### src/design/u8u2_pkg.sv
package u8u2_pkg;

  // result status codes
  typedef enum logic [1:0] {
    ST_OK      = 2'd0,
    ST_INVALID = 2'd1,
    ST_TRUNC   = 2'd2
  } u8u2_status_t;

  // one byte of the utf-8 stream
  typedef struct packed {
    logic [7:0] in_byte;
    logic       is_final;
  } u8u2_in_t;

  // one decoded code unit
  typedef struct packed {
    logic [15:0]  code_unit;
    u8u2_status_t status;
    logic         end_of_text;
  } u8u2_out_t;

  // open sequence state
  typedef struct packed {
    logic [1:0]  pending;
    logic [15:0] partial;
  } u8u2_state_t;

  localparam logic [1:0] CONT_TAG = 2'b10;
  localparam logic [3:0] LEAD4_TAG = 4'hF;

endpackage

### src/design/u8u2_step.sv
module u8u2_step import u8u2_pkg::*; (
  input  u8u2_in_t    item,
  input  u8u2_state_t st,
  output logic        emit,
  output u8u2_out_t   res,
  output u8u2_state_t st_nxt
);

  logic        is_cont;
  logic [15:0] shifted;
  logic [1:0]  left;

  assign is_cont = (item.in_byte[7:6] == CONT_TAG);
  assign shifted = {st.partial[9:0], item.in_byte[5:0]};
  assign left    = st.pending - 2'd1;

  always_comb begin
    emit            = 1'b0;
    res.code_unit   = 16'h0000;
    res.status      = ST_OK;
    res.end_of_text = item.is_final;
    st_nxt.pending  = 2'd0;
    st_nxt.partial  = 16'h0000;
    if (st.pending != 2'd0) begin
      if (!is_cont) begin
        // broken sequence, byte dropped as well
        emit       = 1'b1;
        res.status = ST_INVALID;
      end else if (left == 2'd0) begin
        emit          = 1'b1;
        res.code_unit = shifted;
      end else if (item.is_final) begin
        emit       = 1'b1;
        res.status = ST_TRUNC;
      end else begin
        st_nxt.pending = left;
        st_nxt.partial = shifted;
      end
    end else if (!item.in_byte[7]) begin
      emit          = 1'b1;
      res.code_unit = {8'h00, item.in_byte};
    end else if (is_cont || (item.in_byte[7:4] == LEAD4_TAG)) begin
      // stray continuation or unsupported lead
      emit       = 1'b1;
      res.status = ST_INVALID;
    end else if (item.is_final) begin
      // lead byte that ends the text
      emit       = 1'b1;
      res.status = ST_TRUNC;
    end else if (!item.in_byte[5]) begin
      st_nxt.pending = 2'd1;
      st_nxt.partial = {11'h000, item.in_byte[4:0]};
    end else begin
      st_nxt.pending = 2'd2;
      st_nxt.partial = {12'h000, item.in_byte[3:0]};
    end
  end

endmodule

### src/design/utf8_to_ucs2_decoder.sv
// channel | ports                            | payload
// input   | in_valid, in_ready, in_data      | u8u2_in_t  (in_byte, is_final)
// result  | out_valid, out_ready, out_data   | u8u2_out_t (code_unit, status, end_of_text)
//
// one byte per cycle sustained unless a stalled result holds the decode stage; a
// byte reaches the result register by passing the input register and the decode step
// the decode step and the open-sequence state sit between the two registers
// synchronous active-low reset empties both registers and drops any open sequence
// a stalled result holds the decode stage only for a byte that makes a result;
// bytes that only extend a sequence keep flowing
module utf8_to_ucs2_decoder import u8u2_pkg::*; (
  input  logic      clk,
  input  logic      rst_n,
  input  logic      in_valid,
  output logic      in_ready,
  input  u8u2_in_t  in_data,
  output logic      out_valid,
  input  logic      out_ready,
  output u8u2_out_t out_data
);

  // input register
  logic        s1_valid_r;
  u8u2_in_t    s1_data_r;
  // open sequence state
  u8u2_state_t st_r;
  // result register
  logic        out_valid_r;
  u8u2_out_t   out_data_r;

  logic        step_emit;
  u8u2_out_t   step_res;
  u8u2_state_t st_nxt;
  logic        out_free;
  logic        s1_move;

  u8u2_step u_step (
    .item   (s1_data_r),
    .st     (st_r),
    .emit   (step_emit),
    .res    (step_res),
    .st_nxt (st_nxt)
  );

  // result slot frees when empty or being taken this cycle
  assign out_free = !out_valid_r || out_ready;
  // decode stage retires its byte unless it has a result with nowhere to go
  assign s1_move  = s1_valid_r && (!step_emit || out_free);
  assign in_ready = !s1_valid_r || s1_move;

  always_ff @(posedge clk) begin
    if (!rst_n) begin
      s1_valid_r  <= 1'b0;
      out_valid_r <= 1'b0;
      st_r        <= '0;
    end else begin
      // input register
      if (in_ready) begin
        s1_valid_r <= in_valid;
      end
      // state only changes when a byte is retired
      if (s1_move) begin
        st_r <= st_nxt;
      end
      // result register
      if (s1_move && step_emit) begin
        out_valid_r <= 1'b1;
      end else if (out_ready) begin
        out_valid_r <= 1'b0;
      end
    end
  end

  // payload registers, no reset needed
  always_ff @(posedge clk) begin
    if (in_ready && in_valid) begin
      s1_data_r <= in_data;
    end
    if (s1_move && step_emit) begin
      out_data_r <= step_res;
    end
  end

  assign out_valid = out_valid_r;
  assign out_data  = out_data_r;

  // error results never carry a code unit
  a_err_zero: assert property (@(posedge clk) disable iff (!rst_n)
    (out_valid_r && (out_data_r.status != ST_OK)) |-> (out_data_r.code_unit == 16'h0000))
    else $error("error result with nonzero code unit");

  // at most two continuations are ever expected
  a_pending_range: assert property (@(posedge clk) disable iff (!rst_n)
    st_r.pending != 2'd3)
    else $error("pending count out of range");

  // a final byte always leaves no open sequence and makes a result
  a_final_clears: assert property (@(posedge clk) disable iff (!rst_n)
    (s1_move && s1_data_r.is_final) |=> (st_r.pending == 2'd0) && out_valid_r
      && out_data_r.end_of_text)
    else $error("final byte left sequence open or gave no result");

  // a result waiting on a stall is not overwritten
  a_no_overwrite: assert property (@(posedge clk) disable iff (!rst_n)
    (out_valid_r && !out_ready) |-> !(s1_move && step_emit))
    else $error("result register overwritten while stalled");

endmodule
### config.mk
export PLATFORM = sky130hd
export DESIGN_NAME = utf8_to_ucs2_decoder
export DESIGN_NICKNAME = d
export VERILOG_FILES = /design/src/design/u8u2_pkg.sv /design/src/design/u8u2_step.sv /design/src/design/utf8_to_ucs2_decoder.sv
export SDC_FILE = /design/constraint.sdc
export NUM_CORES = 1
export LEC_CHECK = 0
export BUFFER_PORTS_ARGS = -buffer_cell sky130_fd_sc_hd__buf_2
export CAP_MARGIN = 0
export CORE_ASPECT_RATIO = 1.1
export CORE_MARGIN = 3
export CORE_UTILIZATION = 56
export CTS_BUF_LIST = sky130_fd_sc_hd__clkbuf_4 sky130_fd_sc_hd__clkbuf_8 sky130_fd_sc_hd__clkbuf_16
export DETAILED_ROUTE_END_ITERATION = 10
export PLACE_DENSITY = 0.75
export SYNTH_ARGS = -nofsm -noshare
export SYNTH_HDL_FRONTEND = slang
export SYNTH_HIERARCHICAL = 1
export SYNTH_SLANG_ARGS = --single-unit
### constraint.sdc
create_clock -name clk -period 2.9 [get_ports clk]
set_input_delay 0.58 -clock clk [delete_from_list [all_inputs] [get_ports clk]]
set_output_delay 0.58 -clock clk [all_outputs]
set_load 0.1 [all_outputs]
==> metrics.yaml, run 1 <==
port-buffer-count: 33
cts_buffer_depth: 2
grt_pass1_wl_um: 5313
path_max_fanout: 8
crit_slowest_cell: "dfxtp_1"
leakage_nw: 0.8285
synth_area_um2: 1833
root_buffer: "clkbuf_4"
drtIter0Drc: 34
power_frac_comb_pct: 15.3
grt_usage_pct: 18.90
path_delay_family: "simple AND/OR/NAND/NOR gates"
relSlewSlack_pct: 67.59
ir_worst_vdd_v: 0.0003682
first_pass_iters: 4
finalSetupViolCount: 0
status: "completed"
dp_cells: 208
dieArea_um2: 3997
rsz0062_at_grt: "false"
grt_max_degree: 27
cp_cell_sequence: "inv_1 -> ha_1 -> and4b_1 -> a22oi_2 -> and2_1 -> nand2_1 -> buf_12"
ant_nets: 0
htreeDepth: 2
fin_skew_ns: 0.003695
cts_sinks: 42
finalSetupTns_ns: 0
grt_antenna_before_repair: 0
drt-wirelength-per-cell_um: 14.61
cap_violations: 0
max_freq_ghz: 0.3661
intPower_w: 0.0007981
swShare_pct: 28.74
fillCellCount: 261
hold_path.class: "input pin to register"
rows: 21
wl_um: 3200
die_height_um: 66.01
hold_viol_final: 0
dp_hpwl_um: 2324
finalCriticalPeriod_ns: 2.732
multi_input_area_um2: 614.3
finalCritPeriodShare_pct: 94.20
final_cell_count_no_fill: 219
clk_latency_ns: 0.35
required_ns: 2.32
p_clk_share_pct: 24.6
netlist_instances: 150
cts_tree: "done"
overflow: 0
final_layout_size_suffix_gt1_share_pct: 28.11
p_switching_w: 0.0003219
crit_path_max_incr_delay_ns: 0.40
start_util_pct: 59.12
arrival_ns: 2.15
synth_warnings: 6
via_count: 1175
slew_violations: 0
grt_pass1_vias: 1175
syn_to_final_growth_pct: 12.22
regArea_um2: 1121
syn_nets: 165
core_um2: 3100
gp_routability_congestion: 0.9455
io_pins: 34
worst_slew_pin_slew_ns: 0.4896
rrSetupSlack_ns: 0.65
critical_path_buf_inv_count: 2
power_frac_seq_pct: 60.1
syn_area_per_cell_um2: 12.22
cts_made_buffers: 5
nets: 199
crit_type: "register to output port"
drc_errors: 0
end_kind: "output port"
path_clk_slew_ns: 0.11
viasPerCell: 5.365
p_per_area_nw_per_um2: 544.5
critPathLaunchType: "register"
dieWidth_um: 60.55
antennaDiodeCount: 0
==> layout make-up <==
class | instances | share of cell area, %
Timing Repair Buffer | 38 | 10.58
Tap cell | 34 | 2.068
Inverter | 2 | 0.3650
Clock inverter | 2 | 0.4258
Multi-Input combinational cell | 95 | 29.87
Clock buffer | 6 | 2.190
Sequential cell | 42 | 54.50
==> routing by layer <==
metal	track usage, %	vias to the layer above	wire length [µm]
li1	-	583	-
met1	20.33	552	1275
met2	33.51	34	1696
met3	6.836	6	176
met4	6.504	0	51
met5	0	-	0
==> layout by cell type, fill, tap and decap left out, drive strengths merged, types with 2 or more instances in the layout <==
master and count:
buf 38, nand2 29, edfxtp 28, and3 15, nor2b 15, dfxtp 14
mux2i 12, clkbuf 6, a21oi 4, and2 3, o21a 2, inv 2
nor2 2, clkinv 2, nor3b 2, ha 2
==> power groups by stage <==
stage,sequential [W],combinational [W],clock [W]
floorplan,0.000779,0.0000535,0
global placement,0.000686,0.000166,0
detailed placement,0.000687,0.000169,0
CTS,0.000674,0.000170,0.000286
global route,0.000677,0.000180,0.000313
finish,0.000673,0.000171,0.000275
==> final timing paths <==
path | endpoint | start | cells past startpoint
worst max-delay path | in_ready | st_r[16]$_SDFFE_PN0P_ | 7
worst min-delay path | s1_data_r[6]$_DFFE_PP_ | in_data[6] | 1
worst max register to register | out_data[0]$_DFFE_PP_ | st_r[17]$_SDFFE_PN0P_ | 7
worst min register to register | st_r[4]$_SDFFE_PN0P_ | st_r[4]$_SDFFE_PN0P_ | 2
==> metrics by stage <==
| stage | hold WS [ns] | worst slack (ns) | power [W] | util (%) | area [µm²] |
|---|---|---|---|---|---|
| 3_3_place_gp | 0.4425 | 0.6185 | 0.0008529 | 63.80 | 1978 |
| 6_report | 0.3987 | 0.1682 | 0.001120 | 66.34 | 2057 |
| 2_1_floorplan | 0.4305 | 0.1860 | 0.0008323 | - | 1833 |
| 5_1_grt | 0.3628 | 0.05297 | 0.001170 | 66.34 | 2057 |
| 3_5_place_dp | 0.4438 | 0.5117 | 0.0008567 | 63.80 | 1978 |
| 4_1_cts | 0.3765 | 0.1053 | 0.001130 | 65.54 | 2032 |
==> registers in the layout, summed over array words and instances (netlist names) <==
register	flops
out_valid	1
st_r	12
s1_valid_r	1
s1_data_r	9
out_data	19
==> timing repair <==
item | in CTS | in global routing
setup endpoints to repair | 0 | 1
hold buffers | 0 | 0
setup buffers | 0 | 3
gates resized for setup | 0 | 1
Note: power is estimated with default switching activity, not from simulation.
==> run 2, diff against run 1 <==
--- a/config.mk
+++ b/config.mk
@@ -8,7 +8,7 @@
 export BUFFER_PORTS_ARGS = -buffer_cell sky130_fd_sc_hd__buf_2
 export CAP_MARGIN = 0
 export CORE_ASPECT_RATIO = 1.1
-export CORE_MARGIN = 3
+export CORE_MARGIN = 1
 export CORE_UTILIZATION = 56
 export CTS_BUF_LIST = sky130_fd_sc_hd__clkbuf_4 sky130_fd_sc_hd__clkbuf_8 sky130_fd_sc_hd__clkbuf_16
 export DETAILED_ROUTE_END_ITERATION = 10
==> run 2 against run 1 <==
Against the previous run:
- register-to-register slack gained 0.04 ns
- wire length is 8.1% lower
- combinational power decreased by 2%
- sequential share of layout area rose by 0.60 points
- global-route usage hardly changed
- count of clock-buffer cells in the layout unchanged
- final area is 1.1% lower
- critical endpoint unchanged
- largest cell class unchanged
==> metrics.yaml, run 2 (synthesized netlist as in run 1, its figures left out) <==
status: "completed"
core_um2: 3074
fillCellCount: 249
hold_viol_final: 0
drtIter0Drc: 27
finalCritPeriodShare_pct: 94.51
ir_worst_vdd_v: 0.0004195
finalCriticalPeriod_ns: 2.741
max_freq_ghz: 0.3649
root_buffer: "clkbuf_4"
cap_violations: 0
via_count: 1193
drc_errors: 0
grt_max_degree: 27
start_util_pct: 59.63
p_per_area_nw_per_um2: 545.2
slew_violations: 0
grt_pass1_vias: 1075
hold_path.class: "input pin to register"
holdBufCountCts: 0
syn_to_final_growth_pct: 10.99
antennaDiodeCount: 0
cts_tree: "done"
htreeDepth: 2
final_layout_size_suffix_gt1_share_pct: 26.92
ant_nets: 0
wl_um: 2941
crit_type: "register to output port"
mostFrequentLayoutCell: "buf_2"
critPathLaunchType: "register"
placed_cell_area_um2: 1978
relSlewSlack_pct: 67.68
required_ns: 2.32
grt_usage_pct: 18.92
finalSetupTns_ns: 0
largest_register_ffs: 19
rsz0062_at_grt: "false"
arrival_ns: 2.16
gp_routability_congestion: 0.8004
path_clk_slew_ns: 0.10
drt-wirelength-per-cell_um: 13.62
cts_made_buffers: 5
rows: 21
dieArea_um2: 3506
clk_latency_ns: 0.35
port-buffer-count: 33
first_pass_iters: 4
path_max_fanout: 8
worst_slew_pin_slew_ns: 0.4882
end_kind: "output port"
nets: 196
dieWidth_um: 56.55
viasPerCell: 5.523
grt_pass1_wl_um: 4774
fin_skew_ns: 0.002982
dp_hpwl_um: 2146
io_pins: 34
cts_buffer_depth: 2
die_height_um: 62.01
grt_antenna_before_repair: 0
overflow: 0
cts_sinks: 42
stdcell_area_um2: 2034
finalSetupViolCount: 0
final_cell_mix: "buf_2, nand2_1, edfxtp_1"
leakage_nw: 0.8158
[run 2: cell types whose count changed in the layout (fill, tap and decap cells not counted), sizes merged]
cell	before	now
buf	38	35
[run 2: layout make-up]
cell class / instances / area [µm²] / share of cell area, %
clock buffer: 6 / 45.04 / 2.214
clock inverter: 2 / 8.758 / 0.4305
inverter: 2 / 7.507 / 0.3690
multi-input combinational: 95 / 614.3 / 30.20
sequential: 42 / 1121 / 55.10
tap: 34 / 42.54 / 2.091
timing repair buffer: 35 / 195.2 / 9.594
[run 2: final timing paths]
| kind | start | end | slack, ns | cells after the start |
|---|---|---|---|---|
| min | in_data[3] | s1_data_r[3]$_DFFE_PP_ | 0.40 | 1 |
| max | st_r[16]$_SDFFE_PN0P_ | in_ready | 0.16 | 7 |
| min reg2reg | st_r[6]$_SDFFE_PN0P_ | st_r[6]$_SDFFE_PN0P_ | 0.46 | 2 |
| max reg2reg | st_r[17]$_SDFFE_PN0P_ | s1_data_r[0]$_DFFE_PP_ | 0.69 | 7 |
[run 2: worst max-delay path, cell delays in order (launching register included)]
cell	delay, ns
dfxtp_1	0.40
inv_1	0.07
ha_1	0.30
and4b_1	0.25
a22oi_2	0.27
and2_1	0.23
nand2_1	0.12
buf_12	0.18
[run 2: per-stage QoR]
stage                     power (W)  utilization [%]  cells  setup slack, ns  hold slack [ns]
final                      0.001109            66.18    216           0.1593           0.3990
after global routing       0.001151            66.18    216          0.03833           0.3806
after CTS                  0.001119            66.10    216           0.1253           0.3872
after detailed placement  0.0008553            64.35    208           0.5177           0.4498
after global placement    0.0008519            64.35    208           0.6300           0.4409
after floorplan           0.0008323                -    150           0.1860           0.4305
[run 2: layer usage]
metal  track usage (%)  vias up  routed length, µm
met2             33.95       53               1575
li1                  -      576                  -
met4             13.94        0                 74
met3             5.383        8                182
met1             19.40      556               1110
met5                 0        -                  0
[run 2: what timing repair did]
item	4_1_cts	5_1_grt
buffers inserted	0	0
setup endpoints to repair	0	1
gates resized for setup	0	1
endpoints found under the hold margin	0	0
[run 2: where the power goes]
group          switching (W)  internal, W
clock               0.000167     0.000100
sequential         0.0000120     0.000662
combinational       0.000134    0.0000332
total               0.000313     0.000796
